### config.mk
export PLATFORM = sky130hd
export DESIGN_NAME = lph_mod
export DESIGN_NICKNAME = d
export VERILOG_FILES = /design/src/rtl/core/lph_pkg.sv /design/src/rtl/core/lph_mod.sv
export SDC_FILE = /design/constraint.sdc
export NUM_CORES = 1
export LEC_CHECK = 0
export BUFFER_PORTS_ARGS = -buffer_cell sky130_fd_sc_hd__buf_2
export CAP_MARGIN = 20
export CORE_MARGIN = 2
export CORE_UTILIZATION = 60
export CTS_CLUSTER_DIAMETER = 120
export DETAILED_ROUTE_END_ITERATION = 12
export PLACE_DENSITY = 0.85
export RECOVER_POWER = 50
export REMOVE_ABC_BUFFERS = 1
export SYNTH_ARGS = -nofsm -noshare
export SYNTH_HDL_FRONTEND = slang
export SYNTH_SLANG_ARGS = --single-unit
### constraint.sdc
create_clock -name i_clk -period 4.1 [get_ports i_clk]
set_clock_uncertainty 0.05 [all_clocks]
set_input_delay 0 -clock i_clk [delete_from_list [all_inputs] [get_ports i_clk]]
set_output_delay 0 -clock i_clk [all_outputs]
set_load 0.05 [all_outputs]
### src/rtl/core/lph_pkg.sv
// Shared constants, codes and types for the linear probing hash table.
package lph_pkg;

    // Field widths.
    localparam int OP_W     = 2;
    localparam int KEY_W    = 31;
    localparam int VAL_W    = 32;
    localparam int TSZ_W    = 9;
    localparam int STATUS_W = 2;
    localparam int SLOT_W   = 8;
    localparam int SST_W    = 2;

    // Default store depth and reset value of the table size register.
    localparam int DEPTH_DEF = 256;
    localparam logic [TSZ_W-1:0] TSZ_RESET = 9'd256;

    // Bit counter width of the remainder unit.
    localparam int MOD_CW = $clog2(KEY_W + 1);

    // Request codes.
    localparam logic [OP_W-1:0] OP_SEARCH = 2'd0;
    localparam logic [OP_W-1:0] OP_ADD    = 2'd1;
    localparam logic [OP_W-1:0] OP_REMOVE = 2'd2;
    localparam logic [OP_W-1:0] OP_CLEAR  = 2'd3;

    // Result codes.
    localparam logic [STATUS_W-1:0] RES_OK        = 2'd0;
    localparam logic [STATUS_W-1:0] RES_PRESENT   = 2'd1;
    localparam logic [STATUS_W-1:0] RES_FULL      = 2'd2;
    localparam logic [STATUS_W-1:0] RES_NOT_FOUND = 2'd3;

    // Slot states.
    localparam logic [SST_W-1:0] ST_EMPTY    = 2'd0;
    localparam logic [SST_W-1:0] ST_OCCUPIED = 2'd1;
    localparam logic [SST_W-1:0] ST_DELETED  = 2'd2;

    // Write controls from the sequencer to the slot store.
    typedef struct packed {
        logic             st_we;
        logic             data_we;
        logic [SST_W-1:0] status;
    } t_store_wr;

endpackage

### src/rtl/core/lph_mod.sv
// Bit-serial remainder unit that computes the home slot of a key.
module lph_mod import lph_pkg::*; #(
    parameter int TABLE_DEPTH = DEPTH_DEF
) (
    input  logic                                 i_clk,
    input  logic                                 i_rst_n,
    input  logic                                 i_start,
    input  logic [KEY_W-1:0]                     i_dividend,
    input  logic [$clog2(TABLE_DEPTH+1)-1:0]     i_divisor,
    output logic                                 o_done,
    output logic [$clog2(TABLE_DEPTH)-1:0]       o_rem
);

    localparam int AW  = $clog2(TABLE_DEPTH);
    localparam int SZW = $clog2(TABLE_DEPTH + 1);

    logic              r_busy, n_busy;
    logic              r_done, n_done;
    logic [MOD_CW-1:0] r_cnt, n_cnt;
    logic [KEY_W-1:0]  r_dvd, n_dvd;
    logic [SZW-1:0]    r_div, n_div;
    logic [SZW-1:0]    r_rem, n_rem;
    logic [SZW:0]      rem_sh;

    // One quotient bit per cycle, most significant key bit first.
    always_comb begin
        n_busy = r_busy;
        n_done = 1'b0;
        n_cnt  = r_cnt;
        n_dvd  = r_dvd;
        n_div  = r_div;
        n_rem  = r_rem;
        rem_sh = {r_rem, r_dvd[KEY_W-1]};
        if (i_start) begin
            n_busy = 1'b1;
            n_cnt  = MOD_CW'(KEY_W);
            n_dvd  = i_dividend;
            n_div  = i_divisor;
            n_rem  = '0;
        end else if (r_busy) begin
            if (rem_sh >= {1'b0, r_div}) begin
                n_rem = SZW'(rem_sh - {1'b0, r_div});
            end else begin
                n_rem = SZW'(rem_sh);
            end
            n_dvd = {r_dvd[KEY_W-2:0], 1'b0};
            n_cnt = r_cnt - MOD_CW'(1);
            if (r_cnt == MOD_CW'(1)) begin
                n_busy = 1'b0;
                n_done = 1'b1;
            end
        end
    end

    always_ff @(posedge i_clk) begin
        if (!i_rst_n) begin
            r_busy <= 1'b0;
            r_done <= 1'b0;
            r_cnt  <= '0;
        end else begin
            r_busy <= n_busy;
            r_done <= n_done;
            r_cnt  <= n_cnt;
        end
        r_dvd <= n_dvd;
        r_div <= n_div;
        r_rem <= n_rem;
    end

    assign o_done = r_done;
    // The remainder is below the divisor, which never exceeds the depth.
    assign o_rem  = AW'(r_rem);

endmodule

==> results.toml, run 1 <==
[run_status]
violations = "capacitance limit, slew limit"
status = "complete, but fails checks"

[logic_synthesis]
synth_top_area_share_pct = 42.4
synth_edf_count = 40
synthTopCellsByArea = "edfxtp_1, mux2_2, dfxtp_1"
syn_inst = 226
synth.most_common_cell = "edfxtp_1"
ys_seq_elements = 56
ys_types = 46
ys_seq_area_share_pct = 53.7
synth_common_cells = "edfxtp_1, mux2_2, dfxtp_1, nor2_1, inv_1"
synth_largest_area_cell = "edfxtp_1"
synthArstFlopShare_pct = 0
syn_avg_cell_area_sq_um = 12.5
yosysWarnings = 0
synth-main-ff-cell = "edfxtp_1"
synth_area_sq_um = 2830

[final_layout]
final_util_pct = 79.4
drive_gt1_share_pct = 26.5
register_area_sq_um = 1520
area_delta_synth_final_pct = 24.6
multiInputGateArea_sq_um = 1150
antenna_cells = 0
nets = 363
fillers = 281

[timing]
min_period_over_period_pct = 66.2
fmax_mhz = 369
timing.final.max_slew_violations = 40
whs_ns = 0.357
setup_tns_ns = 0
worst_pin_slew_ns = 1.97
setup_viol_count_final = 0
rsz0062_at_grt = "false"
period_minus_slack_ns = 2.71
relSlewSlack_pct = -31.2
final_hold_viol_count = 0

[clock_network]
cts_buffers = 5
path_clk_slew_ns = 0.09
cts_tree = "built"
clock_latency_ns = 0.30
cts-root-buf = "clkbuf_8"
clock_sinks = 56
cts_max_level = 2
cts_buffer_depth = 2

[power_and_ir_drop]
p_total_uw = 1300
vdd_drop_max_mv = 0.266
pwr_density_cell_nw_per_um2 = 369
power.leakage_uw = 0.00145

[worst_setup_path]
required_ns = 4.10
r2r_cells = 9
cp_max_fo = 39
cp.arrival_ns = 2.71
crit_path_start_kind = "primary input"
r2r_setup_slack_ns = 1.45
path_class = "in2reg"
end_kind = "flip-flop"

[die]
io_pins = 52
die_y_um = 72.7
die_w_um = 72.7
start_util_pct = 63.7
fp-row-count = 24
die_area_sq_um = 5280
core-area_sq_um = 4440

[global_routing]
antenna_found_initial = 0
grt_usage_pct = 23.6
grt_max_degree = 40
grt_pass1_wl_um = 9380
grt_pass1_vias = 2062
grt.overflow.total = 0

[route]
drt_iter0_drc = 140
first_pass_iters = 4
via_count = 2030
wire_per_inst_um = 16.3
drt-total-wl_um = 5890
routed_via_density = 5.62
drtAntennaViolNets = 0
drc = 0

[place]
place_congestion = 0.838
port_buffers = 51
dpl.hpwl_um = 3250

[min_path]
whs_path_depth = 2
hold_class = "in2reg"

[job]
drv_cap = 1
-- cell usage in the layout, fill, tap and decap left out, types with 2 or more instances in the layout --
| master | synthesis | final |
|---|---|---|
| clkbuf_1 | 5 | 13 |
| dfxtp_1 | 16 | 16 |
| dlygate4sd3_1 | 0 | 41 |
| nand3_1 | 2 | 2 |
| buf_2 | 0 | 40 |
| nand3b_1 | 3 | 3 |
| nand4b_1 | 2 | 2 |
| ha_1 | 11 | 11 |
| o21a_1 | 7 | 7 |
| nor4b_1 | 2 | 2 |
| nor3_1 | 2 | 2 |
| nand2_1 | 10 | 10 |
| or3_1 | 2 | 2 |
| clkbuf_8 | 0 | 5 |
| inv_1 | 13 | 13 |
| mux2i_1 | 8 | 8 |
| and3_1 | 2 | 2 |
| nor2_1 | 16 | 16 |
| xnor2_1 | 3 | 3 |
| a211oi_1 | 4 | 4 |
| edfxtp_1 | 40 | 40 |
| xor2_1 | 5 | 5 |
| a21oi_1 | 5 | 5 |
| a311oi_1 | 2 | 2 |
| mux2_2 | 30 | 30 |
| o211ai_1 | 3 | 3 |
-- what timing repair did --
action                    in CTS  in global routing
gates resized for setup        0                  0
hold buffers                  41                  0
hold endpoints to repair      46                  0
setup buffers                  0                  0
-- metal layers --
layer  up-vias  track usage (%)  wire length [um]  part of all wire [%]
met5         -                0                 0                     0
met4         0             9.47               153                   2.6
met3        17             2.90               331                   5.6
met2        71             42.3              2970                    50
met1       959             28.6              2440                    41
li1        983                -                 -                     -
-- critical path, cell delays in order --
cell and delay [ns]:
clkbuf_1 1.38, clkbuf_1 0.86, mux2_2 0.45
-- area by class of cell --
type / instances / area share [%]
flip-flops and latches: 56 / 43.1
multi-input cells: 139 / 32.7
repair buffers: 93 / 18.6
clock buffers: 6 / 2.06
well taps: 52 / 1.84
inverters: 13 / 1.38
clock inverters: 2 / 0.319
-- path summary, 6_finish.rpt --
path                                end                   from
setup / recovery    r_dvd[27]$_DFFE_PP_                i_start
hold / removal       r_div[1]$_DFFE_PP_           i_divisor[1]
setup reg to reg  r_rem[8]$_SDFFE_PP0P_    r_dvd[30]$_DFFE_PP_
hold reg to reg   r_rem[7]$_SDFFE_PP0P_  r_rem[7]$_SDFFE_PP0P_
-- where the power goes --
part           switching (uW)  total, uW  internal, uW
logic                     161        307           146
registers                34.1        705           671
clock network             169        288           119
-- sequential cells by signal, summed over array words and instances (netlist names) --
name and flops:
o_done 1, r_cnt 5, r_dvd 31, r_busy 1, r_rem 9, r_div 9
-- cells by family after synthesis --
logic type | Yosys count | synth area share (%)
flops | 56 | 53.7
simple gates | 49 | 9.10
mux | 38 | 14.8
compound gates | 32 | 8.79
buf+inv | 31 | 5.57
fa+ha+maj | 12 | 5.57
xor+xnor | 8 | 2.47
-- per-stage QoR --
stage	area, sq um	setup slack, ns	instances
floorplan	2720	1.65	208
global placement	3050	1.57	312
detailed placement	3050	1.45	312
CTS	3540	1.44	361
global route	3530	1.17	361
finish	3530	1.39	361
No activity file was read; power rests on OpenSTA's default activity.
==> run 2: changes to the inputs <==
--- a/config.mk
+++ b/config.mk
@@ -5,13 +5,14 @@
 export SDC_FILE = /design/constraint.sdc
 export NUM_CORES = 1
 export LEC_CHECK = 0
+export ABC_AREA = 1
 export BUFFER_PORTS_ARGS = -buffer_cell sky130_fd_sc_hd__buf_2
 export CAP_MARGIN = 20
 export CORE_MARGIN = 2
-export CORE_UTILIZATION = 60
+export CORE_UTILIZATION = 55
 export CTS_CLUSTER_DIAMETER = 120
 export DETAILED_ROUTE_END_ITERATION = 12
-export PLACE_DENSITY = 0.85
+export PLACE_DENSITY = 0.79
 export RECOVER_POWER = 50
 export REMOVE_ABC_BUFFERS = 1
 export SYNTH_ARGS = -nofsm -noshare
==> constraint.sdc (replaced) <==
create_clock -name i_clk -period 2.75 [get_ports i_clk]
set_clock_uncertainty 0.05 [all_clocks]
set_input_delay 0 -clock i_clk [delete_from_list [all_inputs] [get_ports i_clk]]
set_output_delay 0 -clock i_clk [all_outputs]
set_load 0.05 [all_outputs]
==> run 2 against run 1 <==
The flow now finishes without violations. Area after synthesis is 1.9% higher. Global-route usage hardly changed. Combinational power is 4% higher. Total power rose by 45%. Worst setup slack worse by 0.95 ns. Flip-flop and latch count stayed put. Count of clock-buffer cells in the layout is 1 lower. Synthesized cell count increased by 50%. Wire length grew 9.8%. Critical path type is now reg2reg. Largest power group unchanged.
==> results.toml, run 2 <==
[clock_network]
cts_buffers = 5
clock_sinks = 56
cts_tree = "built"
cts-resized-gates = 0
path_clk_slew_ns = 0.10
cts-root-buf = "clkbuf_8"
clock_latency_ns = 0.31
cts_buffer_depth = 2
post_cts_buffers = 0
cts_max_level = 2
holdBufCountCts = 41

[logic_synthesis]
synth_top_area_share_pct = 41.6
synth_common_cells = "nand2_1, inv_1, edfxtp_1, nand3_1, dfxtp_1"
synth-main-ff-cell = "edfxtp_1"
synthArstFlopShare_pct = 0
synth_edf_count = 40
synth_area_sq_um = 2890
ys_seq_area_share_pct = 52.7
ys_seq_elements = 56
yosysWarnings = 0
synthTopCellsByArea = "edfxtp_1, nand2_1, dfxtp_1"
synth.most_common_cell = "nand2_1"
synth_largest_area_cell = "edfxtp_1"
syn_avg_cell_area_sq_um = 8.49
syn_inst = 340
ys_types = 28

[final_layout]
largest_register_ffs = 31
antenna_cells = 0
layout_common_cells = "nand2_1, inv_1, dlygate4sd3_1, buf_2, edfxtp_1"
nets = 481
largestRegisters = "r_dvd (31), r_div (9), r_rem (9)"
area_delta_synth_final_pct = 26.6
finalInstanceArea_sq_um = 3650
largest-register = "r_dvd"
final_common_cell = "nand2_1"
drive_gt1_share_pct = 14.8

[global_routing]
antenna_found_initial = 0
grt_pass1_wl_um = 11100
grt.overflow.total = 0
grt_pass1_vias = 2499
grt_usage_pct = 23.6
grt_max_degree = 26

[power_and_ir_drop]
p_int_uw = 1400
power.net_switching_uw = 487
p_sw_share_pct = 25.8
vdd_drop_max_mv = 0.374
pwr-share-clk_pct = 29.3
pwr-share-seq_pct = 53.8
power_frac_comb_pct = 16.9
pwr_density_cell_nw_per_um2 = 516
power.leakage_uw = 0.00180
p_total_uw = 1880

[place]
port_buffers = 51
dpl.hpwl_um = 3880
placed_area_sq_um = 3150
place_congestion = 0.893
dpl_worst_slack_ns = 0.530

[timing]
setup_viol_count_final = 0
timing.final.max_slew_violations = 0
rsz0062_at_grt = "false"
fin_ws_ns = 0.432
worst_pin_slew_ns = 1.08
period_minus_slack_ns = 2.32
fmax_mhz = 431
final_hold_viol_count = 0
setup_tns_ns = 0
relSlewSlack_pct = 28.0
min_period_over_period_pct = 84.3
whs_ns = 0.350

[route]
drc = 0
first_pass_iters = 5
drtAntennaViolNets = 0
routed_via_density = 5.01
via_count = 2489
wire_per_inst_um = 13.0
drt-total-wl_um = 6470
drt_iter0_drc = 218

[min_path]
hold_class = "in2reg"

[die]
die_area_sq_um = 5840
fp-row-count = 26
die_w_um = 76.4
start_util_pct = 56.9
io_pins = 52
die_y_um = 76.4
core-area_sq_um = 5070

[worst_setup_path]
cp.arrival_ns = 2.50
cp_max_fo = 9
required_ns = 2.94
path_class = "reg2reg"
end_kind = "flip-flop"
crit_path_start_kind = "flip-flop"

[job]
drv_cap = 0

[run_status]
status = "finished, final reports clean"
-- run 2: power groups by stage --
| stage | logic [uW] | registers [uW] | clock network (uW) |
|---|---|---|---|
| after floorplan | 165 | 1040 | 0 |
| after global placement | 260 | 1030 | 0 |
| after detailed placement | 266 | 1030 | 0 |
| after CTS | 312 | 1010 | 555 |
| after global routing | 359 | 1020 | 587 |
| final | 319 | 1010 | 552 |
-- run 2: area by class of cell --
type | instances | area (sq um)
Sequential cell | 56 | 1520
Fill cell | 374 | 1420
Multi-Input combinational cell | 224 | 1090
Timing Repair Buffer | 96 | 674
Inverter | 43 | 161
Tap cell | 70 | 87.6
Clock buffer | 5 | 68.8
Clock inverter | 3 | 46.3
-- run 2: routing by layer --
metal  GRT usage (%)  up-vias  routed length (um)
met2            41.6       88                3340
met1            28.8     1143                2650
li1                -     1246                   -
met3            4.74       12                 377
met5               0        -                   0
met4            8.00        0                 111
-- run 2: worst paths after layout --
path              slack, ns                   from                    end  cells past startpoint
hold / removal         0.35           i_divisor[2]     r_div[2]$_DFFE_PP_                      2
setup / recovery       0.43     r_div[3]$_DFFE_PP_  r_rem[3]$_SDFFE_PP0P_                     11
setup reg to reg       0.43     r_div[3]$_DFFE_PP_  r_rem[3]$_SDFFE_PP0P_                     11
hold reg to reg        0.44  r_cnt[3]$_SDFFE_PN0P_  r_cnt[3]$_SDFFE_PN0P_                      2
-- run 2: kinds of logic (layout without fill, tap and decap cells) --
| group | Yosys count | in the layout | share of synthesized area (%) |
|---|---|---|---|
| AND/OR/NAND/NOR | 192 | 192 | 28.1 |
| buffers and inverters | 60 | 147 | 9.36 |
| flip-flops | 56 | 56 | 52.7 |
| AO/OA/AOI/OAI | 17 | 17 | 3.47 |
| adder cells (fa/ha/maj) | 12 | 12 | 5.46 |
| XOR/XNOR | 3 | 3 | 0.910 |
-- run 2: worst max-delay path, stage by stage, from the launching register on --
cell and delay (ns):
edfxtp_1 0.39, inv_1 0.07, ha_1 0.29, nand2_1 0.11, nor2_1 0.05, nand2_1 0.05, nor2_1 0.04, nor2_1 0.60
nand2_2 0.27, nand2_1 0.14, nand3_1 0.09, o21ai_1 0.10
-- run 2: through the flow --
step	cells	utilization (%)
4_1_cts	497	72.4
3_3_place_gp	448	62.1
2_1_floorplan	323	-
3_5_place_dp	448	62.1
6_report	497	72.0
5_1_grt	497	72.0
==> run 3: changes to the inputs <==
==> constraint.sdc (replaced) <==
create_clock -name i_clk -period 2.4 [get_ports i_clk]
set_clock_uncertainty 0.05 [all_clocks]
set_input_delay 0 -clock i_clk [delete_from_list [all_inputs] [get_ports i_clk]]
set_output_delay 0 -clock i_clk [all_outputs]
set_load 0.05 [all_outputs]
==> run 3 against run 2 <==
Largest cell class unchanged. Die area stayed put. Highest routed layer unchanged. Critical endpoint is now r_rem[4]$_SDFFE_PP0P_. Total power is 7.6% higher. Critical path type unchanged. Cell area is 0.38% lower. Critical path depth stayed put. Non-clock buffer count is 1 higher.
==> results.toml, run 3 (same netlist as run 2, synthesis figures left out) <==
[power_and_ir_drop]
power.leakage_uw = 0.00183
vdd_drop_max_mv = 0.449
pwr_density_cell_nw_per_um2 = 557

[timing]
period_minus_slack_ns = 2.05
min_period_over_period_pct = 85.3
setup_tns_ns = 0
timing.final.max_slew_violations = 0
final_hold_viol_count = 0
setup_viol_count_final = 0
relSlewSlack_pct = 13.3
rsz0062_at_grt = "false"
fmax_mhz = 488
worst_pin_slew_ns = 1.30

[clock_network]
path_clk_slew_ns = 0.10
cts_tree = "built"
cts_max_level = 2
clock_latency_ns = 0.31
cts_buffers = 5
cts-resized-gates = 0
clock_sinks = 56
cts-root-buf = "clkbuf_8"
cts_buffer_depth = 2

[global_routing]
grt_max_degree = 34
grt.overflow.total = 0
grt_pass1_vias = 2363
grt_pass1_wl_um = 10700
antenna_found_initial = 0
grt_usage_pct = 22.9

[worst_setup_path]
slowest_stage = "fa_1"
cp.arrival_ns = 2.25
cp_max_fo = 11
crit_buf_inv = 2
end_kind = "flip-flop"
required_ns = 2.60
crit_path_start_kind = "flip-flop"
cp_cell_sequence = "inv_1, ha_1, inv_1, fa_1, nand2_1, nand3_2, nand2_2, nand2_2, nand2_1, nand3_1, o21ai_1"
crit_family = "simple AND/OR/NAND/NOR gates"
cpPeakStageDelay_ns = 0.42
path_class = "reg2reg"

[final_layout]
area_delta_synth_final_pct = 26.1
largest-register = "r_dvd"
fillers = 384
drive_gt1_share_pct = 16.8
register_area_sq_um = 1520
layout_common_cells = "nand2_1, buf_2, inv_1, dlygate4sd3_1, edfxtp_1"
largest_register_ffs = 31
multiInputGateArea_sq_um = 1090
final_common_cell = "nand2_1"
antenna_cells = 0
finalInstanceArea_sq_um = 3640
nets = 482
fin_cells = 498
largestRegisters = "r_dvd (31), r_div (9), r_rem (9)"

[min_path]
hold_class = "in2reg"

[place]
place_inst = 449
placed_area_sq_um = 3160
place_congestion = 0.855
dpl.hpwl_um = 3710
port_buffers = 51

[run_status]
status = "finished, final reports clean"

[die]
die_y_um = 76.4
die_area_sq_um = 5840
fp-row-count = 26
start_util_pct = 56.9
die_w_um = 76.4
io_pins = 52
core-area_sq_um = 5070

[route]
wire_per_inst_um = 12.4
first_pass_iters = 4
routed_via_density = 4.92
drt_iter0_drc = 244
drtAntennaViolNets = 0
drt-total-wl_um = 6180
via_count = 2448
drc = 0

[job]
drv_cap = 0
run 3: cell count changes in the layout (fill, tap and decap cells not counted), sizes merged:
cell	delta
bufinv	-1
clkinv	+3
inv	-1
clkinvlp	-1
clkbuf	-9
buf	+10
run 3: final timing paths:
path / startpoint / end / slack, ns / cells past startpoint
setup / recovery: r_dvd[30]$_DFFE_PP_ / r_rem[4]$_SDFFE_PP0P_ / 0.35 / 11
setup reg to reg: r_dvd[30]$_DFFE_PP_ / r_rem[4]$_SDFFE_PP0P_ / 0.35 / 11
hold reg to reg: r_cnt[3]$_SDFFE_PN0P_ / r_cnt[3]$_SDFFE_PN0P_ / 0.44 / 2
hold / removal: i_divisor[1] / r_div[1]$_DFFE_PP_ / 0.34 / 2
run 3: routing by layer:
layer	vias up	GRT usage (%)	part of all wire, %
li1	1247	-	-
met1	1118	30.1	46
met2	74	38.0	47
met3	9	4.86	5.6
met4	0	7.45	1.6
met5	-	0	0
run 3: where the power goes:
| group | internal [uW] | switching (uW) | leakage (uW) |
|---|---|---|---|
| Clock | 199 | 301 | 0.0000453 |
| Sequential | 1130 | 31.4 | 0.000538 |
| Combinational | 159 | 206 | 0.00125 |
| Total | 1490 | 538 | 0.00183 |
run 3: area by class of cell:
class / instances / share of cell area [%]
Clock inverter: 3 / 0.378
Tap cell: 70 / 2.41
Multi-Input combinational cell: 224 / 30.1
Inverter: 43 / 4.43
Timing Repair Buffer: 97 / 19.0
Sequential cell: 56 / 41.8
Clock buffer: 5 / 1.89
run 3: what timing repair did:
action | 4_1_cts | 5_1_grt
hold buffers | 41 | 0
endpoints found under the hold margin | 47 | 0
buffers inserted | 0 | 0
run 3: per-stage QoR:
step                utilization [%]  worst slack, ns  hold slack, ns  total power, uW
floorplan                         -            0.120          0.0489             1380
global placement               62.2            0.457           0.127             1480
detailed placement             62.2            0.375           0.129             1490
CTS                            71.9            0.352           0.117             2030
global route                   71.7            0.144           0.331             2140
finish                         71.7            0.352           0.343             2030
run 3: worst register-to-register path: cells and delay by family, from the launching register on:
family | cells | cell delay (ns)
AO/OA/AOI/OAI | 1 | 0.08
adder cells (fa/ha/maj) | 2 | 0.57
buffers and inverters | 2 | 0.15
flip-flops | 1 | 0.37
AND/OR/NAND/NOR | 6 | 0.77
